<file path="src/bmp24_stream_decoder_top_macros.svh">
// Assertion macros for the BMP stream decoder.
`ifndef BMP24_STREAM_DECODER_TOP_MACROS_SVH
`define BMP24_STREAM_DECODER_TOP_MACROS_SVH

// Same-cycle implication, checked at every clock edge outside reset.
`define BSD_ASSERT_NOW(label, ante, cons, msg) \
    label: assert property (@(posedge clk) disable iff (!rst_n) (ante) |-> (cons)) \
        else $error(msg);

// Next-cycle implication.
`define BSD_ASSERT_NEXT(label, ante, cons, msg) \
    label: assert property (@(posedge clk) disable iff (!rst_n) (ante) |=> (cons)) \
        else $error(msg);

`endif

</file>
<file path="src/bsd_pkg.sv">
// Types and constants for the BMP stream decoder.
`default_nettype none

package bsd_pkg;

    localparam int MAX_WIDTH  = 4096;
    localparam int MAX_HEIGHT = 4096;

    localparam logic [15:0] BMP_SIGNATURE = 16'h4D42;
    localparam logic [15:0] BMP_BITS      = 16'd24;
    localparam logic [7:0]  ALPHA_OPAQUE  = 8'hFF;
    localparam logic [31:0] HEADER_BYTES  = 32'd54;

    // Byte offsets of header fields
    localparam logic [5:0] OFS_SIGNATURE   = 6'd0;
    localparam logic [5:0] OFS_RESERVED    = 6'd6;
    localparam logic [5:0] OFS_PIXEL_START = 6'd10;
    localparam logic [5:0] OFS_WIDTH       = 6'd18;
    localparam logic [5:0] OFS_HEIGHT      = 6'd22;
    localparam logic [5:0] OFS_BITS        = 6'd28;
    localparam logic [5:0] OFS_COMPRESSION = 6'd30;
    localparam logic [5:0] FILE_HEADER_END = 6'd13;
    localparam logic [5:0] INFO_HEADER_END = 6'd53;

    typedef enum logic [2:0] {
        KIND_PIXEL     = 3'd0,
        KIND_HEADER_OK = 3'd1,
        KIND_INVALID   = 3'd2,
        KIND_TRUNCATED = 3'd3,
        KIND_END_OK    = 3'd4
    } kind_t;

    typedef enum logic [2:0] {
        PH_HEADER   = 3'd0,
        PH_REJECTED = 3'd1,
        PH_SKIP     = 3'd2,
        PH_PIXELS   = 3'd3,
        PH_DONE     = 3'd4
    } phase_t;

    typedef struct packed {
        logic [7:0] data_byte;
        logic       end_marker;
    } byte_item_t;

    typedef struct packed {
        kind_t       kind;
        logic [31:0] pixel_value;
        logic [11:0] pixel_row;
        logic [11:0] pixel_column;
        logic [12:0] image_width;
        logic [12:0] image_height;
        logic        last_pixel;
    } result_item_t;

endpackage

`default_nettype wire

</file>
<file path="src/bmp24_stream_decoder_top.sv">
// Top level of the 24-bit uncompressed BMP stream decoder.
`default_nettype none

`include "bmp24_stream_decoder_top_macros.svh"

// Takes a BMP file one byte item per cycle and checks its 54-byte header, then
// emits one opaque ABGR pixel item for every BGR triplet, skipping row padding.
// Header accept, invalid format, truncation and clean end are reported as items
// of their own kind. Every input item is parsed in the cycle it is accepted and
// its result, if any, appears in the result register in the following cycle; a new
// byte is taken every cycle unless a result waits behind a stalled output.
// An end marker item carries no byte and rearms the parser for the next file.
module bmp24_stream_decoder_top (
    input  wire                    clk,
    input  wire                    rst_n,
    input  wire                    byte_valid,
    output logic                   byte_stall,
    input  bsd_pkg::byte_item_t    byte_item,
    output logic                   result_valid,
    input  wire                    result_stall,
    output bsd_pkg::result_item_t  result_item
);

    bsd_pkg::phase_t        phase_reg, phase_next;
    logic [31:0]            byte_position_reg, byte_position_next;
    logic [15:0]            signature_reg, signature_next;
    logic [31:0]            reserved_reg, reserved_next;
    logic [31:0]            pixel_offset_reg, pixel_offset_next;
    logic [31:0]            header_width_reg, header_width_next;
    logic [31:0]            header_height_reg, header_height_next;
    logic [15:0]            bits_reg, bits_next;
    logic [31:0]            compression_reg, compression_next;
    logic [12:0]            width_reg, width_next;
    logic [12:0]            height_reg, height_next;
    logic [12:0]            row_count_reg, row_count_next;
    logic [12:0]            column_count_reg, column_count_next;
    logic [1:0]             triplet_phase_reg, triplet_phase_next;
    logic [15:0]            held_blue_green_reg, held_blue_green_next;
    logic [1:0]             padding_left_reg, padding_left_next;
    logic                   result_valid_reg;
    bsd_pkg::result_item_t  result_reg;

    logic                   accept;
    logic                   emit;
    bsd_pkg::result_item_t  res;
    logic [5:0]             pos;
    logic [31:0]            abs_height;
    logic [12:0]            column_inc;
    logic [12:0]            row_inc;
    logic                   file_bad;
    logic                   info_bad;

    assign byte_stall   = result_valid_reg && result_stall;
    assign accept       = byte_valid && !byte_stall;
    assign result_valid = result_valid_reg;
    assign result_item  = result_reg;

    assign pos        = byte_position_reg[5:0];
    assign abs_height = header_height_next[31] ? (~header_height_next + 32'd1)
                                               : header_height_next;
    assign column_inc = column_count_reg + 13'd1;
    assign row_inc    = row_count_reg + 13'd1;

    always_comb
    begin
        phase_next           = phase_reg;
        byte_position_next   = byte_position_reg;
        signature_next       = signature_reg;
        reserved_next        = reserved_reg;
        pixel_offset_next    = pixel_offset_reg;
        header_width_next    = header_width_reg;
        header_height_next   = header_height_reg;
        bits_next            = bits_reg;
        compression_next     = compression_reg;
        width_next           = width_reg;
        height_next          = height_reg;
        row_count_next       = row_count_reg;
        column_count_next    = column_count_reg;
        triplet_phase_next   = triplet_phase_reg;
        held_blue_green_next = held_blue_green_reg;
        padding_left_next    = padding_left_reg;
        emit                 = 1'b0;
        res                  = '0;
        file_bad             = 1'b0;
        info_bad             = 1'b0;

        if (byte_item.end_marker)
        begin
            phase_next           = bsd_pkg::PH_HEADER;
            byte_position_next   = '0;
            signature_next       = '0;
            reserved_next        = '0;
            pixel_offset_next    = '0;
            header_width_next    = '0;
            header_height_next   = '0;
            bits_next            = '0;
            compression_next     = '0;
            width_next           = '0;
            height_next          = '0;
            row_count_next       = '0;
            column_count_next    = '0;
            triplet_phase_next   = '0;
            held_blue_green_next = '0;
            padding_left_next    = '0;
            emit                 = (phase_reg != bsd_pkg::PH_REJECTED);
            res.kind             = (phase_reg == bsd_pkg::PH_DONE) ? bsd_pkg::KIND_END_OK
                                                                   : bsd_pkg::KIND_TRUNCATED;
        end
        else
        begin
            case (phase_reg)
                bsd_pkg::PH_HEADER:
                begin
                    byte_position_next = byte_position_reg + 32'd1;
                    if (pos <= bsd_pkg::OFS_SIGNATURE + 6'd1)
                        signature_next[8*(pos[0]) +: 8] = byte_item.data_byte;
                    else if (pos >= bsd_pkg::OFS_RESERVED && pos <= bsd_pkg::OFS_RESERVED + 6'd3)
                        reserved_next[8*(2'(pos - bsd_pkg::OFS_RESERVED)) +: 8] =
                            byte_item.data_byte;
                    else if (pos >= bsd_pkg::OFS_PIXEL_START &&
                             pos <= bsd_pkg::OFS_PIXEL_START + 6'd3)
                        pixel_offset_next[8*(2'(pos - bsd_pkg::OFS_PIXEL_START)) +: 8] =
                            byte_item.data_byte;
                    else if (pos >= bsd_pkg::OFS_WIDTH && pos <= bsd_pkg::OFS_WIDTH + 6'd3)
                        header_width_next[8*(2'(pos - bsd_pkg::OFS_WIDTH)) +: 8] =
                            byte_item.data_byte;
                    else if (pos >= bsd_pkg::OFS_HEIGHT && pos <= bsd_pkg::OFS_HEIGHT + 6'd3)
                        header_height_next[8*(2'(pos - bsd_pkg::OFS_HEIGHT)) +: 8] =
                            byte_item.data_byte;
                    else if (pos >= bsd_pkg::OFS_BITS && pos <= bsd_pkg::OFS_BITS + 6'd1)
                        bits_next[8*(pos[0]) +: 8] = byte_item.data_byte;
                    else if (pos >= bsd_pkg::OFS_COMPRESSION &&
                             pos <= bsd_pkg::OFS_COMPRESSION + 6'd3)
                        compression_next[8*(2'(pos - bsd_pkg::OFS_COMPRESSION)) +: 8] =
                            byte_item.data_byte;

                    file_bad = (signature_next != bsd_pkg::BMP_SIGNATURE) ||
                               (reserved_next != 32'd0) ||
                               (pixel_offset_next < bsd_pkg::HEADER_BYTES);
                    info_bad = (bits_next != bsd_pkg::BMP_BITS) ||
                               (compression_next != 32'd0) ||
                               (header_width_next > 32'(bsd_pkg::MAX_WIDTH)) ||
                               (abs_height > 32'(bsd_pkg::MAX_HEIGHT));

                    if (pos == bsd_pkg::FILE_HEADER_END && file_bad)
                    begin
                        phase_next = bsd_pkg::PH_REJECTED;
                        emit       = 1'b1;
                        res.kind   = bsd_pkg::KIND_INVALID;
                    end
                    else if (pos == bsd_pkg::INFO_HEADER_END)
                    begin
                        emit = 1'b1;
                        if (info_bad)
                        begin
                            phase_next = bsd_pkg::PH_REJECTED;
                            res.kind   = bsd_pkg::KIND_INVALID;
                        end
                        else
                        begin
                            width_next       = header_width_next[12:0];
                            height_next      = abs_height[12:0];
                            res.kind         = bsd_pkg::KIND_HEADER_OK;
                            res.image_width  = header_width_next[12:0];
                            res.image_height = abs_height[12:0];
                            if (header_width_next == 32'd0 || abs_height == 32'd0)
                                phase_next = bsd_pkg::PH_DONE;
                            else if (pixel_offset_next == bsd_pkg::HEADER_BYTES)
                                phase_next = bsd_pkg::PH_PIXELS;
                            else
                                phase_next = bsd_pkg::PH_SKIP;
                        end
                    end
                end
                bsd_pkg::PH_SKIP:
                begin
                    byte_position_next = byte_position_reg + 32'd1;
                    if (byte_position_next == pixel_offset_reg)
                        phase_next = bsd_pkg::PH_PIXELS;
                end
                bsd_pkg::PH_PIXELS:
                begin
                    if (padding_left_reg != 2'd0)
                        padding_left_next = padding_left_reg - 2'd1;
                    else if (triplet_phase_reg == 2'd0)
                    begin
                        held_blue_green_next = {byte_item.data_byte, 8'd0};
                        triplet_phase_next   = 2'd1;
                    end
                    else if (triplet_phase_reg == 2'd1)
                    begin
                        held_blue_green_next = {held_blue_green_reg[15:8], byte_item.data_byte};
                        triplet_phase_next   = 2'd2;
                    end
                    else
                    begin
                        triplet_phase_next = 2'd0;
                        emit               = 1'b1;
                        res.kind           = bsd_pkg::KIND_PIXEL;
                        res.pixel_value    = {bsd_pkg::ALPHA_OPAQUE, held_blue_green_reg,
                                              byte_item.data_byte};
                        res.pixel_row      = row_count_reg[11:0];
                        res.pixel_column   = column_count_reg[11:0];
                        column_count_next  = column_inc;
                        if (column_inc == width_reg)
                        begin
                            column_count_next = '0;
                            row_count_next    = row_inc;
                            padding_left_next = width_reg[1:0];
                            if (row_inc == height_reg)
                            begin
                                phase_next     = bsd_pkg::PH_DONE;
                                res.last_pixel = 1'b1;
                            end
                        end
                    end
                end
                default:
                begin
                end
            endcase
        end
    end

    always_ff @(posedge clk or negedge rst_n)
    begin
        if (!rst_n)
        begin
            phase_reg           <= bsd_pkg::PH_HEADER;
            byte_position_reg   <= '0;
            signature_reg       <= '0;
            reserved_reg        <= '0;
            pixel_offset_reg    <= '0;
            header_width_reg    <= '0;
            header_height_reg   <= '0;
            bits_reg            <= '0;
            compression_reg     <= '0;
            width_reg           <= '0;
            height_reg          <= '0;
            row_count_reg       <= '0;
            column_count_reg    <= '0;
            triplet_phase_reg   <= '0;
            held_blue_green_reg <= '0;
            padding_left_reg    <= '0;
            result_valid_reg    <= 1'b0;
        end
        else
        begin
            if (accept)
            begin
                phase_reg           <= phase_next;
                byte_position_reg   <= byte_position_next;
                signature_reg       <= signature_next;
                reserved_reg        <= reserved_next;
                pixel_offset_reg    <= pixel_offset_next;
                header_width_reg    <= header_width_next;
                header_height_reg   <= header_height_next;
                bits_reg            <= bits_next;
                compression_reg     <= compression_next;
                width_reg           <= width_next;
                height_reg          <= height_next;
                row_count_reg       <= row_count_next;
                column_count_reg    <= column_count_next;
                triplet_phase_reg   <= triplet_phase_next;
                held_blue_green_reg <= held_blue_green_next;
                padding_left_reg    <= padding_left_next;
                result_valid_reg    <= emit;
            end
            else if (!result_stall)
            begin
                result_valid_reg <= 1'b0;
            end
        end
    end

    always_ff @(posedge clk)
    begin
        if (accept)
            result_reg <= res;
    end

    `BSD_ASSERT_NEXT(a_end_rearms, accept && byte_item.end_marker, phase_reg == bsd_pkg::PH_HEADER && byte_position_reg == 32'd0, "end marker did not rearm parser")
    `BSD_ASSERT_NOW(a_row_in_range, phase_reg == bsd_pkg::PH_PIXELS, row_count_reg < height_reg && column_count_reg < width_reg, "pixel counters out of range")
    `BSD_ASSERT_NOW(a_last_is_pixel, result_valid && result_item.last_pixel, result_item.kind == bsd_pkg::KIND_PIXEL, "last pixel flag on non-pixel item")
    `BSD_ASSERT_NEXT(a_last_done, accept && emit && res.last_pixel, phase_reg == bsd_pkg::PH_DONE, "final pixel did not finish image")

endmodule

`default_nettype wire

</file>
<file path="config.mk">
export PLATFORM = sky130hd
export DESIGN_NAME = bmp24_stream_decoder_top
export DESIGN_NICKNAME = d
export VERILOG_FILES = /design/src/bsd_pkg.sv /design/src/bmp24_stream_decoder_top.sv
export VERILOG_INCLUDE_DIRS = /design/src /design/src/src
export SDC_FILE = /design/constraint.sdc
export NUM_CORES = 1
export LEC_CHECK = 0
export BUFFER_PORTS_ARGS = -buffer_cell sky130_fd_sc_hd__buf_2
export CELL_PAD_IN_SITES_DETAIL_PLACEMENT = 0
export CELL_PAD_IN_SITES_GLOBAL_PLACEMENT = 1
export CORE_MARGIN = 2
export CORE_UTILIZATION = 52
export CTS_CLUSTER_SIZE = 14
export DETAILED_ROUTE_END_ITERATION = 16
export GPL_ROUTABILITY_DRIVEN = 0
export PLACE_DENSITY_LB_ADDON = 0.3
export SLEW_MARGIN = 20
export SYNTH_ARGS = -nofsm -noshare
export SYNTH_HDL_FRONTEND = slang
export SYNTH_SLANG_ARGS = --single-unit
export TNS_END_PERCENT = 50
</file>
<file path="constraint.sdc">
create_clock -name clk -period 16.65 [get_ports clk]
set_clock_uncertainty 0.15 [all_clocks]
set_input_delay 0.8325 -clock clk [delete_from_list [all_inputs] [get_ports clk]]
set_output_delay 0.8325 -clock clk [all_outputs]
set_load 0.005 [all_outputs]
</file>
; ---- After elaboration in Yosys (flattened, before gate mapping)
; Index checks and enable logic that the tools add are counted.
[word_totals]
register_bits = 386
input_bits = 13
output_inout_bits = 88
word_cells = 282
[classes]
add_sub_neg = 16
magnitude_cmp = 16
n_eq_ne = 28
shift = 12
n_mux = 132
bitwise = 5
reduce_logical = 47
[op_table]
columns = cell, count
row1 = $mux 32, 42
row2 = $mux 16, 19
row3 = $mux 13, 22
row4 = $neg 5->34, 5
row5 = $shift 8x34->32 const A, 5
row6 = $shiftx 8x34->32, 5
row7 = $bwmux 32, 5
row8 = $add 32x1->32 const B, 2
row9 = $gt 32x13->1 const B, 2
row10 = $logic_not 32->1, 2
row11 = $reduce_bool 32->1, 2
row12 = $mux 56, 1
row13 = $mux 3, 13
row14 = $neg 4->34, 1
row15 = $shift 8x34->16 const A, 1
row16 = $shiftx 8x34->16, 1
row17 = $bwmux 16, 2
row18 = $eq 32x32->1, 1
row19 = $eq 32x6->1 const B, 1
row20 = $lt 32x6->1 const B, 1
row21 = $not 32->32, 1
row22 = $mux 2, 14
row23 = $add 13x1->13 const B, 2
row24 = $eq 13x13->1, 2
row25 = 45 further kinds, 104

; ---- Logic depth before layout (Yosys ltp)
; Gate-level depths: netlist of run 1.
[logic_depth]
word_depth = 22
ltp_mapped = 24
depth_no_buf = 20

; ---- Least setup slack after synthesis of run 1
; No wires, ideal clock.
[synth_timing]
path_kind = input -> register
from = input port byte_item[0] (netlist bit)
to = register height_reg[3]
setup_time_ps = 121
t_arrival_ps = 5725
required_ps = 16379
slack_ps = 10654
stages = 19
path_cell_list = clkbuf_1 -> clkbuf_1 -> clkbuf_1 -> buf_1 -> clkbuf_1 -> clkbuf_1 -> or2_2 -> ha_1 -> o21ai_0 -> o31a_1 -> or4b_2 -> nor4_1 -> mux2i_1 -> nand3_1 -> nor4_4 -> nand3_2 -> a21o_1 -> buf_6 -> a22o_1
[synth_between]
elab_chain_len = 9
elab_cells_between_ends = 16
[synth_rtl]
columns = element, line
row1 = start: declaration, bmp24_stream_decoder_top.sv:18  ; input bsd_pkg::byte_item_t byte_item,
row2 = "parallel branches: the longest is 9 deep, another holds $add 32x1->32", --
row3 = end signal: assignment, bmp24_stream_decoder_top.sv:261  ; height_reg <= height_next;
row4 = end: declaration, bmp24_stream_decoder_top.sv:34  ; logic [12:0] height_reg, height_next;
; Several ways; the timed one is not identified. The select of a mux whose other input is x is not followed.
; A chain may end at the register's enable or synchronous reset.

; ---- Worst setup path after layout of run 1
[layout_timing]
from = register byte_position_reg[0]
to = register result_reg, in the netlist result_item[20] (data pin)
[layout_between]
elab_chain_len = 18
elab_cells_between_ends = 111
[layout_rtl]
columns = element, line
row1 = start: declaration, bmp24_stream_decoder_top.sv:25  ; logic [31:0] byte_position_reg, byte_position_next;
row2 = start signal: assignment, bmp24_stream_decoder_top.sv:252  ; byte_position_reg <= byte_position_next;
row3 = "parallel branches: the longest is 18 deep, another holds $neg 5->34", --
row4 = end signal: assignment, bmp24_stream_decoder_top.sv:279  ; result_reg <= res;
row5 = end: declaration, bmp24_stream_decoder_top.sv:41  ; bsd_pkg::result_item_t result_reg;
; Several ways; the timed one is not identified. The select of a mux whose other input is x is not followed.

==> flow_metrics.py, run 1 <==
metrics = {
    "synth": {
        "synth_cells": 2321,
        "ys_types": 97,
        "yosysWarnings": 0,
        "synth-edff-count": 79,
        "synth-main-ff-cell": "dfrtp_1",
        "synth.ff_latch_count": 379,
        "avgSynthCellArea_sq_um": 8.985,
        "syn-num-nets": 2343,
        "async_flop_share_pct": 79.16,
        "synth_area_sq_um": 20850,
        "yosysTopAreaCell": "dfrtp_1",
        "yosysSeqAreaShare_pct": 47.38,
        "synth.top_cell.area_share_pct": 36.00,
        "ys_top_cells_by_area": "dfrtp_1, edfxtp_1, nand2_1, o21ai_0, nor2_1",
    },
    "die": {
        "ioPinCount": 101,
        "die_y_um": 204.3,
        "chipWidth_um": 204.3,
        "dieArea_sq_um": 41720,
        "rows": 73,
        "core_sq_um": 39640,
        "start_util_pct": 52.61,
    },
    "final_layout": {
        "diodes": 0,
        "fin_nets": 2348,
        "drive_gt1_share_pct": 10.50,
        "final_cell_mix": "nand2_1, dfrtp_1, o21ai_0",
        "fin_cells": 2878,
        "largest_reg_flops": 79,
        "nFillCells": 3557,
        "syn2layout_area_growth_pct": 9.732,
        "final_common_cell": "nand2_1",
        "finalInstanceArea_sq_um": 22880,
        "multiInputGateArea_sq_um": 10240,
        "regArea_sq_um": 9879,
    },
    "route": {
        "drt_wl_total_um": 63250,
        "routedWlPerCell_um": 21.98,
        "vias": 18500,
        "dr.pass1.iters": 6,
        "via_per_inst": 6.428,
        "ant_nets": 0,
        "drt-initial-drc-count": 1886,
        "drc": 0,
    },
    "critical_path": {
        "required_ns": 16.88,
        "worstPathMaxFanout": 26,
        "cp_slowest_cell": "dfrtp_1",
        "r2r_cells": 17,
        "worstPathArrival_ns": 7.79,
        "start_kind": "register",
        "cp-end-kind": "register",
        "path_class": "reg -> reg",
        "cp_slowest_stage_delay_ns": 0.90,
        "cp_cell_sequence": "inv_1, ha_1, nor2_4, mux2_2, nand3_1, and3_1, a31oi_1, ha_1, o21ai_0, o31a_1, or4b_2, nor4_1, mux2i_1, nand3_1, nor4_4, nand4_1, nor2_1",
    },
    "global_route": {
        "grt_pass1_wl_um": 98630,
        "grt.total_usage_pct": 30.44,
        "gr-total-overflow": 0,
        "grt_max_degree": 173,
        "antenna_found_initial": 0,
        "grt_pass1_vias": 17270,
    },
    "placement": {
        "placed_area_sq_um": 21590,
        "dp_hpwl_um": 43340,
        "dp.cells": 2807,
        "port-buffer-count": 100,
        "place_ws_ns": 9.257,
    },
    "clocking": {
        "cts_hold_buf": 0,
        "root_buffer": "clkbuf_16",
        "clk_latency_ns": 0.56,
        "path_clk_slew_ns": 0.06,
        "post_cts_resized": 0,
        "postCtsSetupRepairBufs": 0,
        "numCtsBuffers": 41,
        "cts_buffer_depth": 3,
        "clock_sinks": 379,
        "htreeDepth": 2,
        "tritoncts": "yes",
    },
    "sta": {
        "slew_viol_final": 0,
        "fin_crit_sh_pct": 45.44,
        "maxSlewHeadroom_pct": 27.65,
        "fin_crit_ns": 7.565,
        "hold_violations": 0,
        "setup_ws_ns": 9.085,
        "worstMarginPinSlew_ns": 1.085,
        "rsz0062_at_grt": "false",
        "setup_viol": 0,
        "final.setup.tns_ns": 0,
        "fmax_mhz": 132.2,
    },
    "outcome": {
        "status": "complete, no violations",
    },
    "min_path": {
        "hold_path_class": "in -> async",
    },
    "power_and_ir_drop": {
        "leakagePower_nw": 9.346,
        "powerDensity_nw_per_um2": 118.5,
        "ir_drop_v": 0.00008095,
    },
    "flow_run": {
        "timing.max_cap.violations": 0,
    },
}
[power breakdown]
part           switching [mW]  total (mW)  internal [mW]  leakage [nW]
Clock                   0.367       0.877          0.510         0.614
Sequential              0.117        1.14           1.03          4.87
Combinational           0.470       0.691          0.221          3.86
[stage by stage]
stage                     hold slack (ns)  utilization, %  total power, mW
final                             0.05376           57.73            2.711
after global routing              0.08362           57.73            2.838
after CTS                          0.2724           57.64            2.708
after detailed placement           0.3134           54.45            1.828
after global placement             0.3032           54.45            1.811
after floorplan                    0.2905               -            1.612
[kinds of logic after synthesis]
group	Yosys count	synth area share [%]
XOR/XNOR	88	3.696
adder cells (fa/ha/maj)	9	0.5400
multiplexers	37	1.854
flip-flops	379	47.38
buffers and inverters	189	3.708
AO/OA/AOI/OAI	636	19.46
AND/OR/NAND/NOR	983	23.37
[final timing paths]
kind | start | end | slack (ns)
setup / recovery | byte_position_reg[0]$_DFFE_PN0P_ | result_item[20]$_SDFFCE_PP0P_ | 9.08
hold / removal | rst_n | compression_reg[29]$_DFFE_PN0P_ | 0.05
setup reg to reg | byte_position_reg[0]$_DFFE_PN0P_ | result_item[20]$_SDFFCE_PP0P_ | 9.08
hold reg to reg | held_blue_green_reg[6]$_DFFE_PN0P_ | held_blue_green_reg[6]$_DFFE_PN0P_ | 0.32
max in group asynchronous | rst_n | byte_position_reg[18]$_DFFE_PN0P_ | 15.00
min in group clk | held_blue_green_reg[6]$_DFFE_PN0P_ | held_blue_green_reg[6]$_DFFE_PN0P_ | 0.32
[synth_stat cells (9+ instances only)]
master	n
mux2i_1	24
xnor2_1	54
or2_2	12
a22o_1	50
nand3_1	75
nor4_1	45
and2_1	64
edfxtp_1	79
buf_2	20
mux2_2	13
nand2_1	377
clkbuf_1	129
a21o_1	13
o31ai_1	22
o21ai_1	13
nor4b_1	9
o22ai_1	11
o311ai_0	13
dfrtp_1	300
or4_1	12
nor2_1	156
o41ai_1	10
nor3_1	90
nor2b_1	9
a32o_1	19
nand4_1	26
a21oi_1	106
o21ai_0	258
a211oi_1	9
ha_1	9
inv_1	22
a31oi_1	28
or3_1	12
xor2_1	34
nand2b_1	10
and3_1	25
[worst max-delay path, delay by kind of cell, from the launching register on]
family | cells | cell delay, ns
DFF | 1 | 0.90
AOI/OAI and AO/OA | 3 | 0.91
buffers and inverters | 1 | 0.32
adders and majority gates | 2 | 0.82
muxes | 2 | 0.60
and+or+nand+nor | 9 | 3.65
[layer usage]
layer	GRT usage (%)	part of all wire (%)	vias to the layer above
li1	-	-	8458
met1	43.33	43	8974
met2	44.13	43	880
met3	7.844	9.9	188
met4	12.71	4.1	0
met5	0	0	-
[area by class of cell]
| type | instances | area share, % |
|---|---|---|
| Multi-Input combinational cell | 1753 | 44.76 |
| Clock inverter | 18 | 0.7272 |
| Timing Repair Buffer | 127 | 3.270 |
| Inverter | 24 | 0.4046 |
| Tap cell | 525 | 2.871 |
| Clock buffer | 52 | 4.795 |
| Sequential cell | 379 | 43.17 |
Note: power is estimated with default switching activity, not from simulation.
==> run 2: changes to the inputs <==
--- a/config.mk
+++ b/config.mk
@@ -10,7 +10,7 @@
 export CELL_PAD_IN_SITES_DETAIL_PLACEMENT = 0
 export CELL_PAD_IN_SITES_GLOBAL_PLACEMENT = 1
 export CORE_MARGIN = 2
-export CORE_UTILIZATION = 52
+export CORE_UTILIZATION = 43
 export CTS_CLUSTER_SIZE = 14
 export DETAILED_ROUTE_END_ITERATION = 16
 export GPL_ROUTABILITY_DRIVEN = 0
==> constraint.sdc (replaced) <==
create_clock -name clk -period 6.9 [get_ports clk]
set_clock_uncertainty 0.15 [all_clocks]
set_input_delay 0.345 -clock clk [delete_from_list [all_inputs] [get_ports clk]]
set_output_delay 0.345 -clock clk [all_outputs]
set_load 0.005 [all_outputs]
==> run 2 against run 1 <==
Die area grew 20%. Count of clock-buffer cells in the layout up 10. Critical endpoint is now width_reg[4]$_DFFE_PN0P_. Power increased to 2.5 times the previous value. Flip-flop and latch count unchanged. Register-to-register slack got worse by 8.6 ns. Wire length increased by 5.8%. Largest power group unchanged.
==> flow_metrics.py, run 2 (same netlist as run 1, synthesis figures left out) <==
metrics = {
    "route": {
        "via_per_inst": 6.196,
        "drc": 0,
        "ant_nets": 0,
        "dr.pass1.iters": 6,
        "vias": 18550,
        "routedWlPerCell_um": 22.36,
        "drt_wl_total_um": 66940,
        "drt-initial-drc-count": 2082,
    },
    "die": {
        "rows": 80,
        "die_y_um": 224.2,
        "chipWidth_um": 224.2,
        "core_sq_um": 47850,
        "dieArea_sq_um": 50270,
        "start_util_pct": 43.59,
        "ioPinCount": 101,
    },
    "sta": {
        "setup_ws_ns": 0.4422,
        "hold_violations": 0,
        "final.setup.tns_ns": 0,
        "whs_ns": 0.1337,
        "slew_viol_final": 0,
        "fin_crit_sh_pct": 93.59,
        "setup_viol": 0,
        "fmax_mhz": 154.9,
        "worstMarginPinSlew_ns": 1.056,
        "fin_crit_ns": 6.458,
        "rsz0062_at_grt": "false",
        "maxSlewHeadroom_pct": 28.93,
    },
    "clocking": {
        "post_cts_resized": 0,
        "tritoncts": "yes",
        "path_clk_slew_ns": 0.06,
        "clock_sinks": 379,
        "cts_buffer_depth": 3,
        "htreeDepth": 2,
        "numCtsBuffers": 44,
        "root_buffer": "clkbuf_16",
        "clk_latency_ns": 0.58,
    },
    "final_layout": {
        "postLayoutCoreUtil_pct": 48.71,
        "finalInstanceArea_sq_um": 23310,
        "fin_nets": 2365,
        "largest_reg_flops": 79,
        "syn2layout_area_growth_pct": 11.77,
        "final_cell_mix": "nand2_1, dfrtp_1, o21ai_0",
        "fin_cells": 2993,
        "drive_gt1_share_pct": 11.27,
        "final_common_cell": "nand2_1",
        "diodes": 0,
    },
    "outcome": {
        "status": "complete, no violations",
    },
    "critical_path": {
        "reg2reg_to": "width_reg[4]$_DFFE_PN0P_",
        "cp-end-kind": "register",
        "worstPathArrival_ns": 6.71,
        "r2r_cells": 19,
        "rrSetupSlack_ns": 0.44,
        "worstPathMaxFanout": 15,
        "r2r-start": "byte_position_reg[0]$_DFFE_PN0P_",
        "required_ns": 7.15,
        "path_class": "reg -> reg",
        "start_kind": "register",
    },
    "placement": {
        "place_ws_ns": 0.6052,
        "dp_hpwl_um": 46470,
        "port-buffer-count": 100,
        "dp.cells": 2908,
        "placed_area_sq_um": 21800,
    },
    "power_and_ir_drop": {
        "ir_drop_v": 0.0002046,
        "p_clk_share_pct": 34.7,
        "p_seq_share_pct": 39.6,
        "powerDensity_nw_per_um2": 295.7,
        "leakagePower_nw": 9.512,
        "power_switching_mw": 2.416,
        "power.internal_mw": 4.475,
        "sw_frac_of_total_pct": 35.06,
        "power.total_mw": 6.891,
        "pwr-share-comb_pct": 25.7,
    },
    "min_path": {
        "hp-start": "byte_item[3]",
        "hold_path_class": "in -> reg",
        "min_path_cells": 2,
        "min_to": "signature_reg[10]$_DFFE_PN0P_",
    },
    "flow_run": {
        "timing.max_cap.violations": 0,
    },
    "global_route": {
        "antenna_found_initial": 0,
        "grt_max_degree": 149,
        "grt.total_usage_pct": 26.34,
        "grt_pass1_wl_um": 103000,
        "grt_pass1_vias": 17330,
        "gr-total-overflow": 0,
    },
}
==> run 2: changes by cell type in the layout (fill, tap and decap cells not counted), sizes merged <==
| cell | previous run | this run |
|---|---|---|
| buf | 127 | 137 |
| clkbuf | 52 | 62 |
| dlygate4sd3 | 0 | 4 |
| inv | 23 | 26 |
| bufinv | 3 | 5 |
| clkinv | 13 | 11 |
| clkinvlp | 3 | 1 |
==> run 2: worst max path at each step <==
stage	from	end	slack (ns)	cells past startpoint
floorplan	byte_position_reg[0]$_DFFE_PN0P_	height_reg[5]$_DFFE_PN0P_	0.93	22
global placement	byte_position_reg[1]$_DFFE_PN0P_	result_item[6]$_SDFFCE_PP0P_	0.81	19
detailed placement	byte_position_reg[1]$_DFFE_PN0P_	width_reg[4]$_DFFE_PN0P_	0.61	19
CTS	byte_position_reg[1]$_DFFE_PN0P_	width_reg[4]$_DFFE_PN0P_	0.57	19
global route	byte_position_reg[1]$_DFFE_PN0P_	width_reg[3]$_DFFE_PN0P_	0.08	18
finish	byte_position_reg[0]$_DFFE_PN0P_	width_reg[4]$_DFFE_PN0P_	0.44	19
==> run 2: metal layers <==
| layer | global-route usage, % | share of wire (%) | vias up |
|---|---|---|---|
| li1 | - | - | 8528 |
| met1 | 39.03 | 46 | 9062 |
| met2 | 38.89 | 43 | 806 |
| met3 | 4.781 | 8.0 | 149 |
| met4 | 8.759 | 3.3 | 0 |
| met5 | 0 | 0 | - |
==> run 2: worst max-delay path, cell delays in order (launching register included) <==
cell and delay [ns]:
dfrtp_1 0.52, inv_1 0.21, ha_1 0.28, nor2_4 0.21, mux2_2 0.36, nand3_1 0.30, and3_1 0.29, a31oi_1 0.14
buf_4 0.16, ha_1 0.24, o21ai_0 0.20, o31a_1 0.35, or4b_2 0.74, nor4_1 0.25, mux2i_1 0.22, nand3_1 0.14
nor4_4 0.48, nand3_1 0.59, nand3_1 0.26, o311ai_0 0.17
==> run 2: power by group through the flow <==
stage / combinational (mW) / sequential [mW] / clock [mW]
final: 1.77 / 2.73 / 2.39
after global routing: 1.90 / 2.77 / 2.53
after CTS: 1.73 / 2.72 / 2.44
after detailed placement: 1.72 / 2.76 / 0
after global placement: 1.69 / 2.75 / 0
after floorplan: 1.26 / 2.63 / 0
==> run 2: area by class of cell <==
cell class	instances	area [sq um]
inverter	24	92.59
sequential	379	9879
tap	615	769.5
clock buffer	62	1240
timing repair buffer	141	843.3
fill	4510	24540
clock inverter	19	231.5
multi-input combinational	1753	10250
==> run 2: what timing repair did <==
item	in CTS	in global routing
setup endpoints to repair	0	0
hold buffers	4	0
endpoints found under the hold margin	94	0
setup buffers	0	0
